**src/hdl/yuv2rgb_pkg.sv**
```systemverilog
// shared constants and types for the yuv to rgb pixel converter
package yuv2rgb_pkg;

  // chroma term lanes
  localparam int LANES      = 4;
  localparam int LANE_RED   = 0;
  localparam int LANE_GV    = 1;
  localparam int LANE_GU    = 2;
  localparam int LANE_BLUE  = 3;

  // reciprocal scaling for the constant divides
  localparam int RECIP_SHIFT = 24;
  localparam int QUOT_W      = 8;
  localparam int PROD_W      = 17;
  localparam int RECIP_W     = 16;

  // ratio numerators, denominators and scaled reciprocals per lane
  localparam logic [9:0] TERM_NUM [LANES] = '{10'd419, 10'd299, 10'd114, 10'd587};
  localparam logic [8:0] TERM_DEN [LANES] = '{9'd299, 9'd419, 9'd331, 9'd331};
  localparam logic [RECIP_W-1:0] TERM_RECIP [LANES] = '{
    RECIP_W'((1 << RECIP_SHIFT) / 299),
    RECIP_W'((1 << RECIP_SHIFT) / 419),
    RECIP_W'((1 << RECIP_SHIFT) / 331),
    RECIP_W'((1 << RECIP_SHIFT) / 331)
  };

  localparam logic [7:0] CHROMA_OFFSET = 8'd128;
  localparam logic [7:0] PIX_MAX       = 8'd255;
  localparam logic [7:0] MASK_R5       = 8'hf8;
  localparam logic [7:0] MASK_G6       = 8'hfc;

  // output format codes and byte counts
  localparam logic [1:0] FMT_XRGB32 = 2'd0;
  localparam logic [1:0] FMT_RGB24  = 2'd1;
  localparam logic [1:0] FMT_RGB565 = 2'd2;

  localparam logic [2:0] BYTES_XRGB32 = 3'd4;
  localparam logic [2:0] BYTES_RGB24  = 3'd3;
  localparam logic [2:0] BYTES_RGB565 = 3'd2;

  typedef logic signed [8:0] term_t;

  // luma plus the four signed chroma terms
  typedef struct packed {
    logic [7:0]              luma;
    term_t [LANES-1:0]       term;
  } terms_t;

endpackage

```
**src/hdl/yuv2rgb_ifs.sv**
```systemverilog
// handshake channel interfaces for pixels in, pixels out and configuration

interface yuv2rgb_in_if;
  logic       valid;
  logic       ready;
  logic [7:0] luma;
  logic [7:0] chroma_blue;
  logic [7:0] chroma_red;

  modport source (output valid, output luma, output chroma_blue, output chroma_red,
                  input ready);
  modport sink   (input valid, input luma, input chroma_blue, input chroma_red,
                  output ready);
endinterface

interface yuv2rgb_out_if;
  logic        valid;
  logic        ready;
  logic [7:0]  red;
  logic [7:0]  green;
  logic [7:0]  blue;
  logic [31:0] pixel_word;
  logic [2:0]  byte_count;

  modport source (output valid, output red, output green, output blue,
                  output pixel_word, output byte_count, input ready);
  modport sink   (input valid, input red, input green, input blue,
                  input pixel_word, input byte_count, output ready);
endinterface

interface yuv2rgb_cfg_if;
  logic       valid;
  logic       ready;
  logic [1:0] out_format;

  modport source (output valid, output out_format, input ready);
  modport sink   (input valid, input out_format, output ready);
endinterface

```
**src/hdl/yuv2rgb_chroma.sv**
```systemverilog
// three-stage chroma term pipeline: constant multiply, reciprocal divide, correction
module yuv2rgb_chroma
  import yuv2rgb_pkg::*;
(
  input  logic       clk,
  input  logic       rst_n,
  input  logic       up_valid,
  output logic       up_ready,
  input  logic [7:0] luma,
  input  logic [7:0] chroma_blue,
  input  logic [7:0] chroma_red,
  output logic       dn_valid,
  input  logic       dn_ready,
  output terms_t     dn_data
);

  logic v1_r, v2_r, v3_r;
  logic adv1, adv2, adv3;

  logic [7:0] y1_r, y2_r, y3_r;
  term_t [LANES-1:0] term3_r;

  // stall chain, a stage moves when empty or when the next one moves
  assign adv3     = !v3_r || dn_ready;
  assign adv2     = !v2_r || adv3;
  assign adv1     = !v1_r || adv2;
  assign up_ready = adv1;

  // valid bits
  always_ff @(posedge clk) begin
    if (!rst_n) begin
      v1_r <= 1'b0;
      v2_r <= 1'b0;
      v3_r <= 1'b0;
    end else begin
      if (adv1) v1_r <= up_valid;
      if (adv2) v2_r <= v1_r;
      if (adv3) v3_r <= v2_r;
    end
  end

  // luma rides along
  always_ff @(posedge clk) begin
    if (adv1) y1_r <= luma;
    if (adv2) y2_r <= y1_r;
    if (adv3) y3_r <= y2_r;
  end

  for (genvar l = 0; l < LANES; l++) begin : g_lane
    logic [7:0]              c_sel;
    logic                    neg_s1;
    logic [7:0]              mag_s1;
    logic [PROD_W-1:0]       prod_s1;
    logic [PROD_W-1:0]       prod1_r, prod2_r;
    logic                    neg1_r, neg2_r;
    logic [PROD_W+RECIP_W-1:0] qmul;
    logic [QUOT_W-1:0]       q0_r;
    logic [PROD_W-1:0]       rem;
    logic [QUOT_W-1:0]       qfix;
    term_t                   term_nxt;

    // red and green-v lanes take v, the others take u
    assign c_sel  = (l == LANE_RED || l == LANE_GV) ? chroma_red : chroma_blue;
    assign neg_s1 = c_sel < CHROMA_OFFSET;
    assign mag_s1 = neg_s1 ? (CHROMA_OFFSET - c_sel) : (c_sel - CHROMA_OFFSET);
    assign prod_s1 = PROD_W'(mag_s1) * PROD_W'(TERM_NUM[l]);

    // quotient estimate, at most one below the true value
    assign qmul = prod1_r * TERM_RECIP[l];

    // remainder check fixes the estimate
    assign rem  = prod2_r - PROD_W'(q0_r) * PROD_W'(TERM_DEN[l]);
    assign qfix = (rem >= PROD_W'(TERM_DEN[l])) ? (q0_r + 1'b1) : q0_r;
    assign term_nxt = neg2_r ? -$signed({1'b0, qfix}) : $signed({1'b0, qfix});

    always_ff @(posedge clk) begin
      if (adv1) begin
        prod1_r <= prod_s1;
        neg1_r  <= neg_s1;
      end
      if (adv2) begin
        q0_r    <= qmul[RECIP_SHIFT +: QUOT_W];
        prod2_r <= prod1_r;
        neg2_r  <= neg1_r;
      end
      if (adv3) term3_r[l] <= term_nxt;
    end
  end

  assign dn_valid     = v3_r;
  assign dn_data.luma = y3_r;
  assign dn_data.term = term3_r;

endmodule

```
**src/hdl/yuv2rgb_mix.sv**
```systemverilog
// sum and clamp stage followed by the packing stage and output register
module yuv2rgb_mix
  import yuv2rgb_pkg::*;
(
  input  logic        clk,
  input  logic        rst_n,
  input  logic        up_valid,
  output logic        up_ready,
  input  terms_t      up_data,
  input  logic [1:0]  out_format,
  output logic        out_valid,
  input  logic        out_ready,
  output logic [7:0]  red,
  output logic [7:0]  green,
  output logic [7:0]  blue,
  output logic [31:0] pixel_word,
  output logic [2:0]  byte_count
);

  function automatic logic [7:0] clamp_pix(input logic signed [10:0] v);
    logic [7:0] res;
    if (v < 0)                           res = 8'd0;
    else if (v > $signed({3'b0, PIX_MAX})) res = PIX_MAX;
    else                                 res = v[7:0];
    return res;
  endfunction

  logic v4_r, v5_r;
  logic adv4, adv5;
  logic signed [10:0] sum_red, sum_green, sum_blue;
  logic signed [10:0] luma_s;
  logic [7:0] red4_r, green4_r, blue4_r;
  logic [7:0] red_r, green_r, blue_r;
  logic [31:0] word_nxt, word_r;
  logic [2:0]  count_nxt, count_r;

  assign adv5     = !v5_r || out_ready;
  assign adv4     = !v4_r || adv5;
  assign up_ready = adv4;

  // valid bits
  always_ff @(posedge clk) begin
    if (!rst_n) begin
      v4_r <= 1'b0;
      v5_r <= 1'b0;
    end else begin
      if (adv4) v4_r <= up_valid;
      if (adv5) v5_r <= v4_r;
    end
  end

  // luma plus terms, green subtracts both of its terms
  assign luma_s    = $signed({3'b0, up_data.luma});
  assign sum_red   = luma_s + 11'(up_data.term[LANE_RED]);
  assign sum_green = luma_s - 11'(up_data.term[LANE_GU]) - 11'(up_data.term[LANE_GV]);
  assign sum_blue  = luma_s + 11'(up_data.term[LANE_BLUE]);

  // pack in the selected format, unused code packs as xrgb32
  always_comb begin
    case (out_format)
      FMT_RGB24: begin
        word_nxt  = {8'd0, blue4_r, green4_r, red4_r};
        count_nxt = BYTES_RGB24;
      end
      FMT_RGB565: begin
        word_nxt  = {16'd0, red4_r[7:3], green4_r[7:2], blue4_r[7:3]};
        count_nxt = BYTES_RGB565;
      end
      default: begin
        word_nxt  = {blue4_r, green4_r, red4_r, 8'd0};
        count_nxt = BYTES_XRGB32;
      end
    endcase
  end

  always_ff @(posedge clk) begin
    if (adv4) begin
      red4_r   <= clamp_pix(sum_red);
      green4_r <= clamp_pix(sum_green);
      blue4_r  <= clamp_pix(sum_blue);
    end
    if (adv5) begin
      red_r   <= red4_r & PIX_MAX;
      green_r <= green4_r;
      blue_r  <= blue4_r;
      word_r  <= word_nxt;
      count_r <= count_nxt;
    end
  end

  assign out_valid  = v5_r;
  assign red        = red_r;
  assign green      = green_r;
  assign blue       = blue_r;
  assign pixel_word = word_r;
  assign byte_count = count_r;

endmodule

```
**src/hdl/yuv_to_rgb_pixel_converter.sv**
```systemverilog
// YUV to RGB pixel converter: one pixel per clock through a five-stage
// pipeline. Each item (luma, blue- and red-difference bytes) gives red, green
// and blue clamped to 0..255 and a packed pixel word in the format set by the
// configuration register (xRGB32, RGB24 or RGB565). Throughput is one item
// per cycle, set by the three-stage chroma divide pipeline and the sum and
// pack stages, all of which advance every cycle unless the output is
// stalled. The format register resets to xRGB32, is always ready, and should
// only be written while no items are in flight.
module yuv_to_rgb_pixel_converter
  import yuv2rgb_pkg::*;
(
  input  logic                 clk,
  input  logic                 rst_n,
  yuv2rgb_in_if.sink           in_chan,
  yuv2rgb_out_if.source        out_chan,
  yuv2rgb_cfg_if.sink          cfg_chan
);

  logic [1:0] fmt_r;
  logic       mid_valid, mid_ready;
  terms_t     mid_data;

  // format register
  assign cfg_chan.ready = 1'b1;

  always_ff @(posedge clk) begin
    if (!rst_n) begin
      fmt_r <= FMT_XRGB32;
    end else if (cfg_chan.valid) begin
      fmt_r <= cfg_chan.out_format;
    end
  end

  // chroma terms
  yuv2rgb_chroma u_chroma (
    .clk         (clk),
    .rst_n       (rst_n),
    .up_valid    (in_chan.valid),
    .up_ready    (in_chan.ready),
    .luma        (in_chan.luma),
    .chroma_blue (in_chan.chroma_blue),
    .chroma_red  (in_chan.chroma_red),
    .dn_valid    (mid_valid),
    .dn_ready    (mid_ready),
    .dn_data     (mid_data)
  );

  // sum, clamp and pack
  yuv2rgb_mix u_mix (
    .clk        (clk),
    .rst_n      (rst_n),
    .up_valid   (mid_valid),
    .up_ready   (mid_ready),
    .up_data    (mid_data),
    .out_format (fmt_r),
    .out_valid  (out_chan.valid),
    .out_ready  (out_chan.ready),
    .red        (out_chan.red),
    .green      (out_chan.green),
    .blue       (out_chan.blue),
    .pixel_word (out_chan.pixel_word),
    .byte_count (out_chan.byte_count)
  );

endmodule

```
**src/flat_wrapper.sv**
```systemverilog
// flat-port wrapper written by rule: the top's interface ports become plain ports
module yuv_to_rgb_pixel_converter_flat import yuv2rgb_pkg::*;
  (clk, rst_n, in_chan_valid, in_chan_luma, in_chan_chroma_blue, in_chan_chroma_red, in_chan_ready, out_chan_valid, out_chan_red, out_chan_green, out_chan_blue, out_chan_pixel_word, out_chan_byte_count, out_chan_ready, cfg_chan_valid, cfg_chan_out_format, cfg_chan_ready);
  yuv2rgb_in_if in_chan_i ();
  yuv2rgb_out_if out_chan_i ();
  yuv2rgb_cfg_if cfg_chan_i ();
  input  logic clk;
  input  logic rst_n;
  input wire logic [$bits(in_chan_i.valid)-1:0] in_chan_valid;
  input wire logic [$bits(in_chan_i.luma)-1:0] in_chan_luma;
  input wire logic [$bits(in_chan_i.chroma_blue)-1:0] in_chan_chroma_blue;
  input wire logic [$bits(in_chan_i.chroma_red)-1:0] in_chan_chroma_red;
  output wire logic [$bits(in_chan_i.ready)-1:0] in_chan_ready;
  output wire logic [$bits(out_chan_i.valid)-1:0] out_chan_valid;
  output wire logic [$bits(out_chan_i.red)-1:0] out_chan_red;
  output wire logic [$bits(out_chan_i.green)-1:0] out_chan_green;
  output wire logic [$bits(out_chan_i.blue)-1:0] out_chan_blue;
  output wire logic [$bits(out_chan_i.pixel_word)-1:0] out_chan_pixel_word;
  output wire logic [$bits(out_chan_i.byte_count)-1:0] out_chan_byte_count;
  input wire logic [$bits(out_chan_i.ready)-1:0] out_chan_ready;
  input wire logic [$bits(cfg_chan_i.valid)-1:0] cfg_chan_valid;
  input wire logic [$bits(cfg_chan_i.out_format)-1:0] cfg_chan_out_format;
  output wire logic [$bits(cfg_chan_i.ready)-1:0] cfg_chan_ready;
  assign in_chan_i.valid = in_chan_valid;
  assign in_chan_i.luma = in_chan_luma;
  assign in_chan_i.chroma_blue = in_chan_chroma_blue;
  assign in_chan_i.chroma_red = in_chan_chroma_red;
  assign in_chan_ready = in_chan_i.ready;
  assign out_chan_valid = out_chan_i.valid;
  assign out_chan_red = out_chan_i.red;
  assign out_chan_green = out_chan_i.green;
  assign out_chan_blue = out_chan_i.blue;
  assign out_chan_pixel_word = out_chan_i.pixel_word;
  assign out_chan_byte_count = out_chan_i.byte_count;
  assign out_chan_i.ready = out_chan_ready;
  assign cfg_chan_i.valid = cfg_chan_valid;
  assign cfg_chan_i.out_format = cfg_chan_out_format;
  assign cfg_chan_ready = cfg_chan_i.ready;
  yuv_to_rgb_pixel_converter u_core (.clk(clk), .rst_n(rst_n), .in_chan(in_chan_i), .out_chan(out_chan_i), .cfg_chan(cfg_chan_i));
endmodule
```
**config.mk**
```make
export PLATFORM = sky130hd
export DESIGN_NAME = yuv_to_rgb_pixel_converter_flat
export DESIGN_NICKNAME = d
export VERILOG_FILES = /design/src/hdl/yuv2rgb_pkg.sv /design/src/hdl/yuv2rgb_ifs.sv /design/src/hdl/yuv2rgb_chroma.sv /design/src/hdl/yuv2rgb_mix.sv /design/src/hdl/yuv_to_rgb_pixel_converter.sv /design/src/flat_wrapper.sv
export SDC_FILE = /design/constraint.sdc
export NUM_CORES = 2
export LEC_CHECK = 0
export BUFFER_PORTS_ARGS = -buffer_cell sky130_fd_sc_hd__buf_4
export CORE_MARGIN = 4
export CORE_UTILIZATION = 55
export DETAILED_ROUTE_END_ITERATION = 6
export PLACE_DENSITY_LB_ADDON = 0.12
export REMOVE_ABC_BUFFERS = 1
export SYNTH_ARGS = -nofsm -noshare
export SYNTH_HDL_FRONTEND = slang
export SYNTH_SLANG_ARGS = --single-unit
```
**constraint.sdc**
```tcl
create_clock -name clk -period 7.3 [get_ports clk]
set_clock_uncertainty 0.05 [all_clocks]
set_input_delay 0.365 -clock clk [delete_from_list [all_inputs] [get_ports clk]]
set_output_delay 0.365 -clock clk [all_outputs]
set_load 0.05 [all_outputs]
```
==> out/results.txt <==
worst slew pin tran: 1057 ps
min-delay src: in_chan_chroma_blue[0]
asr flop ratio synth: 0
GRT Resource Usage Total: 0.2159
syn_area_per_cell: 10.50 um2
FF-to-FF path depth: 24
CTS Sinks: 307
final worst setup slack: 404.1 ps
Critical path origin: u_core.u_chroma.g_lane[3].prod1_r[11]
initial core utilization: 0.5563
area grow syn2layout: 8.044%
FMAX: 145.0 MHz
first-pass GRT wire length: 144.5 mm
Final period util: 0.9446
crit-path max FO: 7
R2R Path End: u_core.u_chroma.g_lane[3].q0_r[7]
WHS Endpoint: u_core.u_chroma.g_lane[3].prod1_r[0]
Max-Cap Viols: 0
setup TNS: 0 ps
Hold Path Class: in2reg
hold depth: 1
Synth top area share: 0.2612
final setup vio count: 0
Syn. warnings: 0
CTS clk-pin slew, worst paths: 60 ps
antenna-violating nets left: 0
predominant post-synthesis flop cell: edfxtp_1
RSZ-0062 raised after global routing: no
Post-synth EDFFs: 300
die span in y: 288.1 um
First-pass DRT Iterations: 5
DR vias/cell: 5.154
Layout Cells excl Fill: 5316
Die ar.: 0.08302 mm2
Post-CTS Resized: 0
initial antenna violation count: 0
# IOs: 93
Clk Latency, worst-skew pair: 600 ps
total CTS buffers: 41
Final Instance Area: 0.04663 mm2
R2R setup slack: 400 ps
postcts setup bufs: 0
synthesized instance count: 4110
floorplan row count: 102
top-count cell post-synth: inv_1
CTS tree: yes
Final Max Slew Viols: 0
kind of critical path: reg2reg
Crit. End Element: flip-flop
fin crit period: 6896 ps
CP required: 7590 ps
placed instance count: 5222
critical path launch point type: flip-flop
synthesis-stage register bit count: 307
vias in the first global route: 28510
hpwl dp: 72.07 mm
Slew Limit Headroom: 0.2952
GRT Residual Overflow: 0
CP arrival: 7190 ps
Final Wtd Congestion: 0.8879
final net count: 5690
die width: 288.1 um
clock buffer depth: 3
area post-placement: 0.04515 mm2
core box area: 0.07759 mm2
pre-CTS setup slack: 420.0 ps
dominant cell type by area after synthesis: ha_1
Synth area leaders: ha_1, fa_1, edfxtp_1, inv_1, xnor2_1
pin count of the biggest net entering global routing: 60
FF-to-FF Start: u_core.u_chroma.g_lane[3].prod1_r[11]
Cell Area, Synth: 0.04316 mm2
outcome: finished, final reports clean
Synth cell types: 90
CTS root buffer: clkbuf_16
IO buf count: 91
WL/cell: 16.05 um
Fillers: 6598
# DRC: 0
Final Hold Fails: 0
vias post-DR: 27400
WL final: 85.31 mm
sequential share of the synthesized area: 0.2120
1st-iter DRT viols: 1223
Commonest cells post-synth: inv_1, ha_1, fa_1
layout cells sized above 1: 0.05099
# H-tree levels: 2
## what timing repair did
action                     in CTS  in global routing
hold endpoints to repair       17                  0
setup endpoints to repair       0                  0
hold buffers                   17                  0
## metrics by stage
| stage | util | hold WS, ps |
|---|---|---|
| after floorplan | - | 350.3 |
| after global placement | 0.5819 | 350.9 |
| after detailed placement | 0.5819 | 354.5 |
| after CTS | 0.6010 | 32.89 |
| after global routing | 0.6010 | 59.48 |
| final | 0.6010 | 73.43 |
## how the worst max path moves through the flow
stage	endpoint	slack [ps]
after floorplan	u_core.u_chroma.g_lane[3].q0_r[7]	820
after global placement	u_core.u_chroma.g_lane[3].q0_r[7]	500
after detailed placement	u_core.u_chroma.g_lane[3].q0_r[7]	420
after CTS	u_core.u_chroma.g_lane[3].q0_r[7]	400
after global routing	u_core.u_chroma.g_lane[3].q0_r[7]	40
final	u_core.u_chroma.g_lane[3].q0_r[7]	400
## cell families after synthesis
kind of cell / synth area share
buf+inv: 0.09891
fa+ha+maj: 0.5005
simple gates: 0.05282
other cells: 0.00008688
flops: 0.2120
xor+xnor: 0.04363
mux: 0.003913
compound gates: 0.08818
## area by class of cell
type | count | area (um2) | area share
antenna | 1 | 2.502 | 0.00005366
clock buffer | 47 | 1049 | 0.02248
clock inverter | 29 | 262.8 | 0.005634
inverter | 1097 | 4118 | 0.08830
multi-input combinational | 2669 | 29760 | 0.6383
sequential | 307 | 9149 | 0.1962
tap | 1040 | 1301 | 0.02790
timing repair buffer | 126 | 988.4 | 0.02120
## state kept, by name, indices dropped and copies added (netlist names), 31 cells and up
name / count
u_core.u_chroma.g_lane.q0_r: 31
u_core.u_chroma.g_lane.prod2_r: 61
u_core.u_chroma.g_lane.prod1_r: 61
u_core.u_mix.pixel_word: 32
u_core.u_chroma.dn_data: 36
## layout by cell type, fill, tap and decap left out, types with 9 or more instances in the layout
cell type / n
nand4_1: 16
xnor2_1: 150
fa_1: 516
a21oi_1: 161
or3_1: 15
a22oi_1: 13
nand2_1: 103
buf_4: 109
nor3_1: 38
o21a_1: 36
o211ai_1: 18
o21ai_0: 83
nor2_1: 114
a21boi_0: 10
a21o_1: 58
xor2_1: 65
mux2i_1: 9
and3_1: 15
a22o_1: 10
nor2b_1: 18
dlygate4sd3_1: 17
a31oi_1: 25
edfxtp_1: 300
clkbuf_16: 41
nand2b_1: 15
inv_1: 1094
o21ai_1: 11
and2_1: 20
a211oi_1: 12
nand3_1: 50
ha_1: 901
clkinv_2: 9
clkinv_1: 9
o21bai_1: 34
## routing by layer
layer  part of all wire  global-route usage  vias to the layer above
li1                   -                   -                    13760
met1               0.46              0.2999                    13160
met2               0.48              0.3689                      391
met3              0.035             0.02391                       84
met4              0.020             0.04510                        0
met5                  0                   0                        -
## worst max-delay path, cell delays in order (launching register included)
cell      delay (ps)
edfxtp_1         540
fa_1             580
inv_1             80
fa_1             510
inv_1             50
fa_1             490
inv_1             50
fa_1             530
inv_1             50
fa_1             470
inv_1             50
fa_1             500
inv_1             40
ha_1             280
a21o_1           180
a21oi_1          150
nor2b_1           60
o311ai_0         310
nand3_1          110
a21o_1           260
a221oi_1         420
o21ai_0          230
or3_1            370
a31oi_1          210
xnor2_1           80
Power is left out: the tool's default activity adds up to more than one toggle a clock period on the data nets, which glitch-free logic cannot reach.
